**src/design/khpt_ram.sv**
```systemverilog
// Generic single-write, single-read RAM with registered read data.
// No dependencies.
module khpt_ram #(
   parameter int WIDTH = 8,
   parameter int DEPTH = 16
) (
   input  logic                     clock,
   input  logic                     we,
   input  logic [$clog2(DEPTH)-1:0] waddr,
   input  logic [WIDTH-1:0]         wdata,
   input  logic [$clog2(DEPTH)-1:0] raddr,
   output logic [WIDTH-1:0]         rdata
);

   logic [WIDTH-1:0] mem [DEPTH];
   logic [WIDTH-1:0] rdata_ff;

   always_ff @(posedge clock) begin
      if (we) begin
         mem[waddr] <= wdata;
      end
      rdata_ff <= mem[raddr];
   end

   assign rdata = rdata_ff;

endmodule

```
**config.mk**
```make
export PLATFORM = sky130hd
export DESIGN_NAME = khpt_ram
export DESIGN_NICKNAME = d
export VERILOG_FILES = /design/src/design/khpt_ram.sv
export SDC_FILE = /design/constraint.sdc
export NUM_CORES = 1
export LEC_CHECK = 0
export ABC_CLOCK_PERIOD_IN_PS = 5000
export BUFFER_PORTS_ARGS = -buffer_cell sky130_fd_sc_hd__buf_2
export CAP_MARGIN = 20
export CORE_MARGIN = 2
export CORE_UTILIZATION = 35
export CTS_BUF_LIST = sky130_fd_sc_hd__clkbuf_4
export DETAILED_ROUTE_END_ITERATION = 10
export GPL_TIMING_DRIVEN = 0
export SYNTH_ARGS = -nofsm -noshare
export SYNTH_HDL_FRONTEND = slang
export SYNTH_SLANG_ARGS = --single-unit
```
**constraint.sdc**
```tcl
create_clock -name clock -period 5 [get_ports clock]
set_input_delay 0.25 -clock clock [delete_from_list [all_inputs] [get_ports clock]]
set_output_delay 0.25 -clock clock [all_outputs]
set_load 0.005 [all_outputs]
```
Word-level counts from Yosys, hierarchy flattened
Memory sizes are Yosys's and may differ from the RTL's. A register that Yosys moved wholly into a read port is not among the register bits. Index checks and enable logic that the tools add are counted. Widths: inputs -> output; s select.

Multiplexer cells: 2.

Operators by type and width (number): $mux 1 (2).

Bits in registers: 0. Memory bits (writable): 128. Input bits: 18. Output and inout port bits: 8. Word-level logic and storage cells: 3. Memories: 1.

Memory list: mem (words 16, bits a word 8, read ports 1, clocked after Yosys merged registers in 1, wr ports 1, line 15) `logic [WIDTH-1:0] mem [DEPTH];`.

Longest topological paths before layout
Word-level depth: 2. Gate-level depth with buffers: 5.

Least setup slack after synthesis
OpenSTA, ideal clock, no wires.

Path kind: in2reg. Start point: input port waddr[2]. End point: memory mem[0][0] (enable). Setup time: 0.383 ns. Arrival time: 1.360 ns. Required time: 4.617 ns. Slack: 3.257 ns. Stages on the path: 2. Path buffers: 0. Cells stage by stage: or3b_2 -> nor3_1.

RTL lines: start, declared (line 9) `input logic [$clog2(DEPTH)-1:0] waddr,`; end, declared (line 15).

Straight into the memory's write port.

Final worst setup path
Start point: input port waddr[2]. End point: memory mem[0][3] (enable).

Straight into the memory's write port.

==> flow_summary_export.csv <==
group,metric,value,unit
timing,maxSlewHeadroom,0.4223,
place,place_inst,441,
timing,grt_setup_unrepaired,"no",
global_route,grt_antenna_before_repair,0,
place,portBuffers,24,
final_layout,mostFrequentLayoutCells,"edfxtp_1 (128), buf_2 (27), mux4_2 (18)",
clock_tree,cts.reportedPaths.clkPinSlew,110,ps
global_route,grt_overflow,0,
floorplanning,die_w,125.3,um
timing,finalSetupViolations,0,
setup_path,required,5240,ps
clock_tree,htreeDepth,4,
clock_tree,cts_buffers,17,
global_route,grt_pass1_vias,2439,
final_layout,syn_to_final_growth,13.90,%
synth,synth_seq_area_share,0.7778,
setup_path,r2r-end,"rdata[2]",
synth,postSynthAreaPerCell,22.48,sq um
hold_path,hp-start,"wdata[5]",
drt,routed_via_density,5.110,
synth,syn_inst,229,
final_layout,final_common_cell,"edfxtp_1",
setup_path,crit_type,"in -> reg",
place,gp_congestion,0.7982,
setup_path,reg2reg_slack,3520,ps
hold_path,hp-class,"in -> reg",
timing,worstMarginPinSlew,863.3,ps
global_route,grt-busiest-layer,"met2",
floorplanning,initial_utilization,0.3569,
setup_path,endpoint_kind,"flop",
drt,drc_errors,0,
power_and_ir_drop,p_leak,1.928,nW
floorplanning,die_h,125.3,um
floorplanning,rows,44,
setup_path,path_max_fanout,5,
setup_path,reg2reg_depth,3,
floorplanning,ioPinCount,26,
flow_run,drv_cap,0,
global_route,grtUsageMet2,0.2110,
drt,vias,2417,
drt,wl_per_cell,21.41,um
synth,synth.distinct_cells,19,
final_layout,drive_above_1_share,0.3010,
global_route,grt_pass1_wl,14950,um
timing,finalSetupTns,0,ps
place,dp_hpwl,6705,um
synth,synth_area_leaders,"edfxtp_1 (75%), mux4_2 (7.9%), mux4_1 (7.1%), dfxtp_1 (3.1%), a22oi_1 (2.3%)",
synth,yosys.area.top_type,"edfxtp_1",
synth,syn_nets,247,
global_route,use_met3,0.04407,
global_route,track_usage,0.1342,
setup_path,path_buf_inv,2,
timing,finalCritPeriodShare,0.3008,
run_status,status,"finished clean",
clock_tree,clock_latency,520,ps
drt,ant_nets,0,
drt,wirelength,10130,um
clock_tree,clock_sinks,136,
setup_path,crit_chain,"buf_2 > or3b_2 > nor3_1 > buf_4",
global_route,use_met1,0.1788,
hold_path,min_to,"mem[14][5]",
setup_path,r2r-start,"mem[1][2]",
synth,yosysTopAreaCellShare,0.7467,
drt,drt_pass1_iterations,5,
setup_path,slowest_delay,580,ps
synth,ys_warn_count,0,
clock_tree,clockRootBuffer,"clkbuf_4",
drt,drt_iter0_drc,219,
power_and_ir_drop,powerDensity,379.8,nW/um^2
setup_path,cp_top_family,"simple AND/OR/NAND/NOR gates",
timing,finalMaxSlewViolations,0,
floorplanning,dieArea,15690,sq um
clock_tree,post_cts_buffers,0,
final_layout,fillCellCount,1323,
final_layout,nets,294,
synth,synth-seq-cells,136,
clock_tree,ctsHoldBuffers,0,
power_and_ir_drop,peakVddDrop,0.1930,mV
global_route,grt_start_max_net_pins,17,
final_layout,fin_util,0.4065,
timing,skew,12.96,ps
setup_path,cp.arrival,1750,ps
setup_path,critPathSlowestCell,"nor3_1",
hold_path,whs_path_depth,1,
clock_tree,clockBufferDepth,2,
setup_path,start_kind,"input port",
floorplanning,core_area,14420,sq um
synth,synth_area,5147,sq um
timing,hold_violations,0,
final_layout,antenna_cells,0,
final_layout,fin_cells,473,
clock_tree,cts_tree,"yes",
timing,min_period,1504,ps
timing,max_freq,664.9,MHz
clock_tree,ctsResizeCount,0,
[report_power, final]
part	switching, mW	internal, mW	leakage [nW]
logic	0.0712	0.0510	0.536
clock network	0.387	0.439	0.168
registers	0.00581	1.27	1.22
total	0.464	1.76	1.93
[through the flow]
stage / power (mW) / area (sq um) / hold slack [ps] / setup slack, ps
floorplan: 1.369 / 5147 / 348.9 / 3257
global placement: 1.424 / 5498 / 627.7 / 2629
detailed placement: 1.430 / 5528 / 628.4 / 2933
CTS: 2.243 / 5863 / 79.49 / 3519
global route: 2.299 / 5863 / 88.59 / 3450
finish: 2.227 / 5863 / 123.4 / 3496
[per-layer routing]
metal  part of all wire  vias up
met1               0.41     1227
li1                   -     1068
met2               0.49      102
met3              0.080       20
met5                  0        -
met4              0.021        0
[cell usage after synthesis]
master / count
clkdlybuf4s25_2: 3
buf_2: 3
mux4_1: 14
nand3b_1: 2
nand2_1: 9
buf_6: 3
edfxtp_1: 128
nor2b_1: 1
mux4_2: 18
nand2b_1: 2
buf_4: 1
a22oi_1: 16
nor3_1: 4
dfxtp_1: 8
and2_1: 1
nand3_1: 1
nor2_1: 13
and2b_1: 1
or3b_2: 1
[worst max-delay path by stage]
stage	endpoint	cells after the start	start	slack, ps
finish	mem[0][3]	4	waddr[2]	3500
global route	rdata[1]	3	mem[0][1]	3450
CTS	mem[0][1]	4	waddr[2]	3520
detailed placement	mem[0][3]	4	waddr[2]	2930
global placement	mem[0][2]	3	waddr[2]	2630
floorplan	mem[0][0]	2	waddr[2]	3260
[state kept, by name, indices dropped and copies added (netlist names)]
name / cells
mem: 128
rdata: 8
[cell families after synthesis]
logic type | after synthesis | share of synthesized area
flip-flops | 136 | 0.7778
multiplexers | 32 | 0.1502
AO/OA/AOI/OAI | 16 | 0.02334
buffers and inverters | 10 | 0.01677
AND/OR/NAND/NOR | 35 | 0.03184
[layout make-up]
cell class              instances  area [sq um]  share of cell area
repair buffers                 28         150.1             0.02561
clock buffers                  17         127.6             0.02177
multi-input cells              83          1057              0.1803
well taps                     184         230.2             0.03927
clock inverters                15         207.7             0.03542
flip-flops and latches        136          4004              0.6829
plain buffers                  10         86.33             0.01472
Note: power is estimated with default switching activity, not from simulation.
