===== config.mk =====
export PLATFORM = sky130hd
export DESIGN_NAME = khpt_seq
export DESIGN_NICKNAME = d
export VERILOG_FILES = /design/src/design/khpt_pkg.sv /design/src/design/khpt_seq.sv
export SDC_FILE = /design/constraint.sdc
export NUM_CORES = 1
export LEC_CHECK = 0
export BUFFER_PORTS_ARGS = -buffer_cell sky130_fd_sc_hd__clkbuf_2
export CELL_PAD_IN_SITES_DETAIL_PLACEMENT = 0
export CELL_PAD_IN_SITES_GLOBAL_PLACEMENT = 1
export CORE_ASPECT_RATIO = 1.5
export CORE_MARGIN = 3
export CORE_UTILIZATION = 43
export DETAILED_ROUTE_END_ITERATION = 8
export HOLD_SLACK_MARGIN = 0.02
export PLACE_DENSITY = 0.9
export SETUP_SLACK_MARGIN = 0.4
export SLEW_MARGIN = 20
export SYNTH_ARGS = -nofsm -noshare
export SYNTH_HDL_FRONTEND = slang
export SYNTH_SLANG_ARGS = --single-unit

===== constraint.sdc =====
create_clock -name clock -period 11.05 [get_ports clock]
set_input_delay 0.5525 -clock clock [delete_from_list [all_inputs] [get_ports clock]]
set_output_delay 0.5525 -clock clock [all_outputs]
set_load 0.1 [all_outputs]

===== src/design/khpt_pkg.sv =====
// Shared constants, codes and types of the keyed hourly peak table.
// Used by khpt_seq, the top level and the testbench; depends on nothing.
package khpt_pkg;

   localparam int ENTRY_SLOTS = 32;
   localparam int HOUR_SLOTS  = 24;
   localparam int SLOT_DEPTH  = ENTRY_SLOTS * HOUR_SLOTS;

   localparam int EIDX_W  = $clog2(ENTRY_SLOTS);
   localparam int CNT_W   = $clog2(ENTRY_SLOTS + 1);
   localparam int NSLOT_W = $clog2(HOUR_SLOTS + 1);
   localparam int SADDR_W = $clog2(SLOT_DEPTH);

   localparam int ID_W    = 16;
   localparam int KEY_W   = 2 * ID_W;
   localparam int HOUR_W  = 5;
   localparam int PEAK_W  = 24;
   localparam int IDX_W   = 5;
   localparam int USED_W  = 6;

   localparam int ENTRY_W = KEY_W + NSLOT_W;
   localparam int SLOT_W  = HOUR_W + PEAK_W;

   typedef enum logic [1:0] {
      OP_RECORD = 2'd0,
      OP_CLEAR  = 2'd1,
      OP_READ   = 2'd2,
      OP_NOP    = 2'd3
   } opcode_type;

   typedef enum logic [1:0] {
      ST_OK         = 2'd0,
      ST_TABLE_FULL = 2'd1,
      ST_SLOTS_FULL = 2'd2,
      ST_READ_EMPTY = 2'd3
   } status_type;

   typedef struct packed {
      logic               we;
      logic [EIDX_W-1:0]  waddr;
      logic [ENTRY_W-1:0] wdata;
      logic [EIDX_W-1:0]  raddr;
   } entry_mem_type;

   typedef struct packed {
      logic               we;
      logic [SADDR_W-1:0] waddr;
      logic [SLOT_W-1:0]  wdata;
      logic [SADDR_W-1:0] raddr;
   } slot_mem_type;

   typedef struct packed {
      status_type        status;
      logic [ID_W-1:0]   region;
      logic [ID_W-1:0]   world;
      logic [HOUR_W-1:0] hour;
      logic [PEAK_W-1:0] peak;
      logic [USED_W-1:0] used;
   } result_type;

   function automatic logic [SADDR_W-1:0] slot_addr(input logic [EIDX_W-1:0] e,
                                                    input logic [NSLOT_W-1:0] s);
      slot_addr = SADDR_W'(e * HOUR_SLOTS) + SADDR_W'(s);
   endfunction

endpackage


===== src/design/khpt_seq.sv =====
// Sequencer of the keyed hourly peak table: entry scan, slot scan, update, read.
// Depends on khpt_pkg; drives the entry and slot memories.
module khpt_seq (
   input  logic                         clock,
   input  logic                         reset,
   input  logic                         req_valid,
   output logic                         req_ready,
   input  logic [1:0]                   req_opcode,
   input  logic [15:0]                  req_region_id,
   input  logic [15:0]                  req_world_id,
   input  logic [4:0]                   req_hour_of_day,
   input  logic [23:0]                  req_online_count,
   input  logic [4:0]                   req_entry_index,
   input  logic [4:0]                   req_slot_index,
   output khpt_pkg::entry_mem_type      entry_mem,
   input  logic [khpt_pkg::ENTRY_W-1:0] entry_rdata,
   output khpt_pkg::slot_mem_type       slot_mem,
   input  logic [khpt_pkg::SLOT_W-1:0]  slot_rdata,
   output logic                         res_valid,
   input  logic                         res_ready,
   output khpt_pkg::result_type         res
);

   import khpt_pkg::*;

   typedef enum logic [4:0] {
      S_IDLE  = 5'b00001,
      S_ESCAN = 5'b00010,
      S_SSCAN = 5'b00100,
      S_READ  = 5'b01000,
      S_RESP  = 5'b10000
   } state_type;

   state_type          state_ff, state_in;
   logic [CNT_W-1:0]   count_ff, count_in;
   logic [CNT_W-1:0]   ea_ff, ea_in;
   logic [EIDX_W-1:0]  ec_ff, ec_in;
   logic               erd_v_ff, erd_v_in;
   logic [NSLOT_W-1:0] sa_ff, sa_in;
   logic [SADDR_W-1:0] sc_ff, sc_in;
   logic               srd_v_ff, srd_v_in;
   logic [EIDX_W-1:0]  e_ff, e_in;
   logic [NSLOT_W-1:0] nslot_ff, nslot_in;
   logic [SADDR_W-1:0] base_ff, base_in;
   logic [KEY_W-1:0]   key_ff, key_in;
   logic [HOUR_W-1:0]  hr_ff, hr_in;
   logic [PEAK_W-1:0]  cnt_ff, cnt_in;
   logic [IDX_W-1:0]   sidx_ff, sidx_in;
   status_type         rst_ff, rst_in;
   logic [KEY_W-1:0]   rkey_ff, rkey_in;
   logic [HOUR_W-1:0]  rhr_ff, rhr_in;
   logic [PEAK_W-1:0]  rpk_ff, rpk_in;

   logic [KEY_W-1:0]   ent_key;
   logic [NSLOT_W-1:0] ent_nslot;
   logic [HOUR_W-1:0]  slt_hour;
   logic [PEAK_W-1:0]  slt_peak;
   logic               ehit, shit;
   logic [NSLOT_W-1:0] rd_slot;
   logic [SADDR_W-1:0] saddr_next;

   assign ent_key   = entry_rdata[ENTRY_W-1 -: KEY_W];
   assign ent_nslot = entry_rdata[NSLOT_W-1:0];
   assign slt_hour  = slot_rdata[SLOT_W-1 -: HOUR_W];
   assign slt_peak  = slot_rdata[PEAK_W-1:0];
   assign ehit      = erd_v_ff && (ent_nslot != '0) && (ent_key == key_ff);
   assign shit      = srd_v_ff && (slt_hour == hr_ff);
   assign rd_slot   = (32'(req_slot_index) < HOUR_SLOTS) ? NSLOT_W'(req_slot_index) : '0;
   assign saddr_next = base_ff + SADDR_W'(sa_ff);

   assign req_ready = (state_ff == S_IDLE);
   assign res_valid = (state_ff == S_RESP);

   always_comb begin
      res.status = rst_ff;
      res.region = rkey_ff[KEY_W-1 -: ID_W];
      res.world  = rkey_ff[ID_W-1:0];
      res.hour   = rhr_ff;
      res.peak   = rpk_ff;
      res.used   = USED_W'(count_ff);
   end

   always_comb begin
      state_in = state_ff;
      count_in = count_ff;
      ea_in    = ea_ff;
      ec_in    = ec_ff;
      erd_v_in = 1'b0;
      sa_in    = sa_ff;
      sc_in    = sc_ff;
      srd_v_in = 1'b0;
      e_in     = e_ff;
      nslot_in = nslot_ff;
      base_in  = base_ff;
      key_in   = key_ff;
      hr_in    = hr_ff;
      cnt_in   = cnt_ff;
      sidx_in  = sidx_ff;
      rst_in   = rst_ff;
      rkey_in  = rkey_ff;
      rhr_in   = rhr_ff;
      rpk_in   = rpk_ff;

      entry_mem.we    = 1'b0;
      entry_mem.waddr = e_ff;
      entry_mem.wdata = {key_ff, nslot_ff};
      entry_mem.raddr = ea_ff[EIDX_W-1:0];
      slot_mem.we     = 1'b0;
      slot_mem.waddr  = sc_ff;
      slot_mem.wdata  = {hr_ff, cnt_ff};
      slot_mem.raddr  = saddr_next;

      unique case (state_ff)
         S_IDLE: begin
            entry_mem.raddr = EIDX_W'(req_entry_index);
            slot_mem.raddr  = slot_addr(EIDX_W'(req_entry_index), rd_slot);
            key_in  = {req_region_id, req_world_id};
            hr_in   = req_hour_of_day;
            cnt_in  = req_online_count;
            sidx_in = req_slot_index;
            ea_in   = '0;
            rst_in  = ST_OK;
            rkey_in = '0;
            rhr_in  = '0;
            rpk_in  = '0;
            if (req_valid) begin
               unique case (opcode_type'(req_opcode))
                  OP_RECORD: state_in = S_ESCAN;
                  OP_CLEAR: begin
                     count_in = '0;
                     state_in = S_RESP;
                  end
                  OP_READ: begin
                     if (CNT_W'(req_entry_index) < count_ff) begin
                        state_in = S_READ;
                     end else begin
                        rst_in   = ST_READ_EMPTY;
                        state_in = S_RESP;
                     end
                  end
                  OP_NOP: state_in = S_RESP;
                  default: state_in = S_RESP;
               endcase
            end
         end

         S_ESCAN: begin
            priority if (ehit) begin
               e_in     = ec_ff;
               nslot_in = ent_nslot;
               base_in  = slot_addr(ec_ff, '0);
               sa_in    = '0;
               state_in = S_SSCAN;
            end else if (ea_ff < count_ff) begin
               entry_mem.raddr = ea_ff[EIDX_W-1:0];
               erd_v_in = 1'b1;
               ec_in    = ea_ff[EIDX_W-1:0];
               ea_in    = ea_ff + 1'b1;
            end else if (32'(count_ff) >= ENTRY_SLOTS) begin
               rst_in   = ST_TABLE_FULL;
               rkey_in  = key_ff;
               rhr_in   = hr_ff;
               rpk_in   = '0;
               state_in = S_RESP;
            end else begin
               entry_mem.we    = 1'b1;
               entry_mem.waddr = count_ff[EIDX_W-1:0];
               entry_mem.wdata = {key_ff, NSLOT_W'(1)};
               slot_mem.we     = 1'b1;
               slot_mem.waddr  = slot_addr(count_ff[EIDX_W-1:0], '0);
               slot_mem.wdata  = {hr_ff, cnt_ff};
               count_in = count_ff + 1'b1;
               rst_in   = ST_OK;
               rkey_in  = key_ff;
               rhr_in   = hr_ff;
               rpk_in   = cnt_ff;
               state_in = S_RESP;
            end
         end

         S_SSCAN: begin
            priority if (shit) begin
               slot_mem.we    = (slt_peak < cnt_ff);
               slot_mem.waddr = sc_ff;
               slot_mem.wdata = {hr_ff, cnt_ff};
               rst_in   = ST_OK;
               rkey_in  = key_ff;
               rhr_in   = hr_ff;
               rpk_in   = (slt_peak < cnt_ff) ? cnt_ff : slt_peak;
               state_in = S_RESP;
            end else if (sa_ff < nslot_ff) begin
               slot_mem.raddr = saddr_next;
               srd_v_in = 1'b1;
               sc_in    = saddr_next;
               sa_in    = sa_ff + 1'b1;
            end else if (32'(nslot_ff) >= HOUR_SLOTS) begin
               rst_in   = ST_SLOTS_FULL;
               rkey_in  = key_ff;
               rhr_in   = hr_ff;
               rpk_in   = '0;
               state_in = S_RESP;
            end else begin
               slot_mem.we     = 1'b1;
               slot_mem.waddr  = saddr_next;
               slot_mem.wdata  = {hr_ff, cnt_ff};
               entry_mem.we    = 1'b1;
               entry_mem.waddr = e_ff;
               entry_mem.wdata = {key_ff, nslot_ff + 1'b1};
               rst_in   = ST_OK;
               rkey_in  = key_ff;
               rhr_in   = hr_ff;
               rpk_in   = cnt_ff;
               state_in = S_RESP;
            end
         end

         S_READ: begin
            if ((32'(sidx_ff) >= HOUR_SLOTS) || (32'(sidx_ff) >= 32'(ent_nslot))) begin
               rst_in  = ST_READ_EMPTY;
               rkey_in = '0;
               rhr_in  = '0;
               rpk_in  = '0;
            end else begin
               rst_in  = ST_OK;
               rkey_in = ent_key;
               rhr_in  = slt_hour;
               rpk_in  = slt_peak;
            end
            state_in = S_RESP;
         end

         S_RESP: begin
            if (res_ready) begin
               state_in = S_IDLE;
            end
         end

         default: state_in = S_IDLE;
      endcase
   end

   always_ff @(posedge clock) begin
      if (reset) begin
         state_ff <= S_IDLE;
         count_ff <= '0;
         erd_v_ff <= 1'b0;
         srd_v_ff <= 1'b0;
      end else begin
         state_ff <= state_in;
         count_ff <= count_in;
         erd_v_ff <= erd_v_in;
         srd_v_ff <= srd_v_in;
      end
   end

   always_ff @(posedge clock) begin
      ea_ff    <= ea_in;
      ec_ff    <= ec_in;
      sa_ff    <= sa_in;
      sc_ff    <= sc_in;
      e_ff     <= e_in;
      nslot_ff <= nslot_in;
      base_ff  <= base_in;
      key_ff   <= key_in;
      hr_ff    <= hr_in;
      cnt_ff   <= cnt_in;
      sidx_ff  <= sidx_in;
      rst_ff   <= rst_in;
      rkey_ff  <= rkey_in;
      rhr_ff   <= rhr_in;
      rpk_ff   <= rpk_in;
   end

endmodule


-- After elaboration in Yosys (flattened, before gate mapping)
Index checks and enable logic that the tools add are counted.
- flip-flop bits (word level): 185
- bits in latches: 0
- RAM bits: 0
- memory bits (read-only): 0
- bits of input ports: 143
- word-level logic and storage cells: 156
- memories kept: 0
- add/sub/neg operators: 6
- multiply operators: 3
- divide/modulo/power cells: 0
- $lt $le $gt $ge: 9
- eq/ne operators: 22
- shifts and indexed selects: 0
- muxes and demuxes: 73
- bitwise operators: 4
- reductions and logical operators: 20
- operator list (operator ; number):
    $mux W40 ; 6
    $mux W43 ; 5
    $mux W24 ; 8
    $mux W32 ; 5
    $pmux W32 S4 ; 1
    $pmux W24 S4 ; 1
    $pmux W43 S2 ; 1
    $mux W5 ; 16
    $pmux W40 S2 ; 1
    $mux W48 ; 1
    $mux W6 ; 7
    $eq A32 B32 Y1 ; 1
    $pmux W5 S5 ; 1
    $lt A24 B24 Y1 ; 1
    $pmux W6 S2 ; 2
    $mul A5 B2 Y7 const B ; 3
    $add A10 B5 Y10 ; 2
    $pmux W5 S2 ; 2
    $pmux W5 S4 ; 1
    $mux W2 ; 9
    $ne A2 B2 Y1 const B ; 8
    $pmux W5 S3 ; 1
    $add A6 B1 Y6 const B ; 2
    $reduce_and A4 Y1 ; 3
    33 further kinds ; 49

-- Depth between registers and ports, before layout
- depth after elaboration: 5
- depth in mapped cells: 9

-- Least setup slack after synthesis
Ideal clock, no wire load.
- path type: register to register
- from: register count_ff[1]
- to: register rhr_ff[0] (enable)
- setup time: 0.561 ns
- arrival time: 6.577 ns
- data required time: 10.489 ns
- setup slack: 3.912 ns
- cell stages (with the launch flop): 7
- period minus slack after synthesis: 7.138 ns
- cell sequence: dfxtp_1 -> inv_1 -> ha_1 -> a211oi_1 -> o31ai_1 -> a21oi_1 -> nor3_1
- longest elaborated chain between the ends: 3
- ends and longest elaborated chain (item ; RTL line ; source):
    start: declaration ; khpt_seq.sv:35 ; logic [CNT_W-1:0] count_ff, count_in;
    start signal: assignment ; khpt_seq.sv:250 ; count_ff <= count_in;
    $lt A6 B6 Y1 ; khpt_seq.sv:154 ; end else if (ea_ff < count_ff) begin
    $ne A2 B2 Y1 (no source line) ; n/a ;
    $reduce_and A4 Y1 (no source line) ; n/a ;
    end signal: assignment ; khpt_seq.sv:270 ; rhr_ff <= rhr_in;
    end: declaration ; khpt_seq.sv:51 ; logic [HOUR_W-1:0] rhr_ff, rhr_in;
No other way between the ends.
A chain may end at the register's enable or synchronous reset.

==> results list <==
* Core region area: about 22000 µm²
* Peak per-stage delay on the critical path: ~750 ps
- Max VDD drop: 0.196 mV
* PostCTS Resize Cnt: 0
* Register Area: 5400 µm²
- The number of hold buffers added after CTS was 0.
- Synthesized instance count: around 810
- Die Area: about 25000 µm²
* Clock-pin slew on the worst setup and hold paths: approximately 70 ps
- Arrival time worst endpoint: around 3800 ps
- In the post-route analysis, the smallest setup slack over all paths is ~6700 ps.
- The floorplan has 67 rows.
- In this run the power spent charging and discharging nets is around 1600 µW.
* Overflow left after global routing: 0
- The floorplan step set the die height to roughly 190 µm.
- For this run, the total global-route usage over all layers was measured as a little under a quarter.
* Power share of the combinational group: a little under half
* First-pass DRT Iterations: 5
- Max-cap violations in this run came to 0.
- Clock skew after layout: 9.29 ps
- Endpoint kind of the worst setup timing path: primary output
- Fraction of final layout cells with drive strength greater than 1: approximately a third
- Biggest area contributors in the synthesized netlist: edfxtp_1 (52%), ha_1 (8.6%), a22o_1 (5.5%)
* Filler cell count in the final layout: ~2000
* Fmax: between 0.2 and 0.25 GHz
* Total CTS buffers: 17
- Max-slew violations: 0
- The clock net in this run drives a total of ~180 sinks.
- The synthesized netlist occupies a cell area of between 9000 and 10000 µm².
* Switching portion of total power: 52.1%
- Entering global routing, the biggest net connects 65 pins.
* Post-route insts no fill: between 1000 and 1500
* Setup repair after global routing missed its margin: false
- Pre-CTS WS: ~7000 ps
* Global-route wire length before repair: about 44 mm
- Of the synthesized area, sequential elements account for between 50% and 60%.
- CTS Root Buffer Type: clkbuf_16
- Internal power summed over all cells: 1430 µW
* Setup violations, final: 0
* CTS H-Tree Depth: 4
* Final Critical Period: approximately 4400 ps
- Summed over all layers, the routed wires come to around 30 mm.
- Detailed placement finished with a half-perimeter wire length of approximately 23 mm.
* Hold Fails Final Rpt: 0
- Post-detailed-route via-to-cell ratio: between 5 and 6
- For this design the ratio of total power to cell area is between 200 and 250 nW/µm².
- Traced cell by cell, the critical path runs through inv_1 -> ha_1 -> nand3_1 -> o31ai_1 -> nand2_1 -> nor2_1 -> a221o_1 -> clkbuf_2.
* Postcts setup bufs: 0
* Area Overhead vs Synth: 24.3%
- At the end of routability-driven placement, the weighted congestion stood at just over 0.9.
* Setup_tns: 0 ps
- Among all stages on the critical path, the largest delay is contributed by nor2_1.
- In this run, synthesis produced a sequential element count of 184.
* Post-synthesis async set-or-reset flop share: 0%
* Post-synthesis cell type count: 67
- Source-to-sink clock delay at the later pin of the worst-skew pair: ~440 ps
* Rel. slew slack: ~40%
* Number of global-route vias before repair: 8010
- Count of flip-flops with a built-in enable after synthesis: 171
- The die is about 130 µm wide.
- The number of antenna violations at the first check in global routing was 1.
- For the worst setup path, the data required time is between 10000 and 15000 ps.
* CP delay by family, top: simple AND/OR/NAND/NOR gates
- Number of nets in the layout: 1334
* Startpoint type of the worst setup path: register
- The clock passes through at most 2 buffers.
- Count of yosys warnings during synthesis: 0
* Post-synth net total: 1024
- In the synthesized netlist the dominant register cell turns out to be edfxtp_1.
- Number of DRC violations after detailed routing: 0
- edfxtp_1 takes more of the synthesized area than any other cell.
* Detail-routed net length per standard cell: roughly 21 µm
* Post-route ant nets: 0
- Type of the worst setup path: register to primary output
* Status: complete, no violations
- Slew @ Worst Pin: 894 ps
* Placed cell count: 1375
- For this configuration, the core starts out at a cell density of 43.9%.
* Top-Level Pins: approximately 310
* Crit share post-route: 39.7%
* Via count of the routed design: between 7000 and 8000
- For this design the static power due to leakage is between 0.005 and 0.006 µW.
- In this run, flip-flops and latches consume between 30 and 40% of the power.
- Of all nets on the critical path, the largest fanout is 12.
* Worst min-delay path class: input port to register
* Core utilization of the finished layout: between 50% and 60%
* Share of the synthesized area in the top cell type: about 52%
* Total of buffers placed on input and output ports: approximately 310
- Share of total power in the clock network: 19.4%
* Clock tree from TritonCTS: done
- Detailed Route Iter0 Violations: approximately 600
- Number of buffer and inverter stages on the critical path: 2
- Cell with the most instances after synthesis: edfxtp_1
- Avg Synthesized Cell Area: roughly 12 µm²
* Area of the multi-input gates: slightly above 4000 µm²
- Most numerous cell types in the synthesized netlist: edfxtp_1 (171), ha_1 (68), a22o_1 (62)
==> through the flow <==
| stage | power (µW) | hold WS [ps] | instance area, µm² |
|---|---|---|---|
| 2_1_floorplan | 2180 | 433 | 9870 |
| 3_3_place_gp | 2420 | 459 | 11700 |
| 3_5_place_dp | 2430 | 464 | 11700 |
| 4_1_cts | 3010 | 262 | 12300 |
| 5_1_grt | 3100 | 262 | 12300 |
| 6_report | 2990 | 282 | 12300 |
==> sequential cells by signal (all words and copies together), names as in the netlist, 2 cells and up <==
signal,flops
hr_ff,5
rpk_ff,24
cnt_ff,24
sidx_ff,5
key_ff,32
ec_ff,5
sa_ff,5
rhr_ff,5
sc_ff,10
rkey_ff,32
ea_ff,6
e_ff,5
count_ff,6
rst_ff,2
base_ff,6
state_ff,5
nslot_ff,5
==> logic make-up after synthesis <==
kind of cell / synth area share, %
DFF: 54.7
and+or+nand+nor: 10.3
AOI/OAI and AO/OA: 16.0
muxes: 0.317
buffers and inverters: 3.59
adders and majority gates: 9.63
xor gates and xnor gates: 5.41
==> layout make-up <==
type	instances	share of cell area, %
flip-flops and latches	184	44.0
repair buffers	318	13.1
clock buffers	20	3.64
multi-input cells	538	33.8
inverters	59	1.82
well taps	276	2.81
clock inverters	12	0.847
diodes	1	0.0204
==> layer usage <==
layer	global-route usage, %	vias to the layer above	routed length [µm]
li1	-	3712	-
met1	26.6	3867	11000
met2	41.3	314	15400
met3	5.40	73	1840
met4	13.0	0	1490
met5	0	-	0
==> cell usage in the layout (no fill, tap or decap), drive strengths merged, types with 3 or more instances in the layout <==
cell type,Yosys,final
fa,5,5
and3,3,3
or3,3,3
nand4,17,17
dfxtp,13,13
xnor2,40,40
o21bai,3,3
nor4,4,4
clkinvlp,0,3
ha,68,68
o21ai,28,28
a221o,31,31
inv,59,59
nand2,54,54
a21oi,26,26
a21o,15,15
clkinv,0,8
nand3,21,21
nand2b,7,7
o22ai,4,4
a22o,62,62
nor3b,4,4
nor3,14,14
o31ai,5,5
nor2b,5,5
and2,8,8
edfxtp,171,171
clkbuf,13,331
nor2,43,43
buf,14,7
a221oi,3,3
xor2,21,21
or4,5,5
a211oi,3,3
o211ai,4,4
==> worst reg2reg max path, stage by stage, from the launching register on <==
cell and delay (ps):
dfxtp_1 350, or3_1 400, or3b_2 700, clkinv_2 370, buf_4 740, a41oi_1 440, o211ai_1 220, o21ai_0 110
==> power groups by stage <==
stage | sequential, µW | combinational [µW] | clock, µW
3_3_place_gp | 1020 | 1390 | 0
5_1_grt | 1030 | 1450 | 617
3_5_place_dp | 1030 | 1400 | 0
2_1_floorplan | 1810 | 370 | 0
6_report | 1010 | 1400 | 580
4_1_cts | 1010 | 1410 | 590
==> final timing paths <==
| path | startpoint | slack (ps) | endpoint | depth (start not counted) |
|---|---|---|---|---|
| worst max-delay path | count_ff[4]$_SDFFE_PP0P_ | 6660 | slot_mem[42] | 8 |
| worst min-delay path | req_region_id[1] | 280 | key_ff[17]$_DFFE_PP_ | 1 |
| worst max register to register | state_ff[1]$_SDFFE_PP0P_ | 7600 | count_ff[1]$_SDFFE_PP0P_ | 7 |
| worst min register to register | ec_ff[0]$_DFFE_PP_ | 470 | e_ff[0]$_DFFE_PP_ | 0 |
Power figures use the tool's default switching activity.
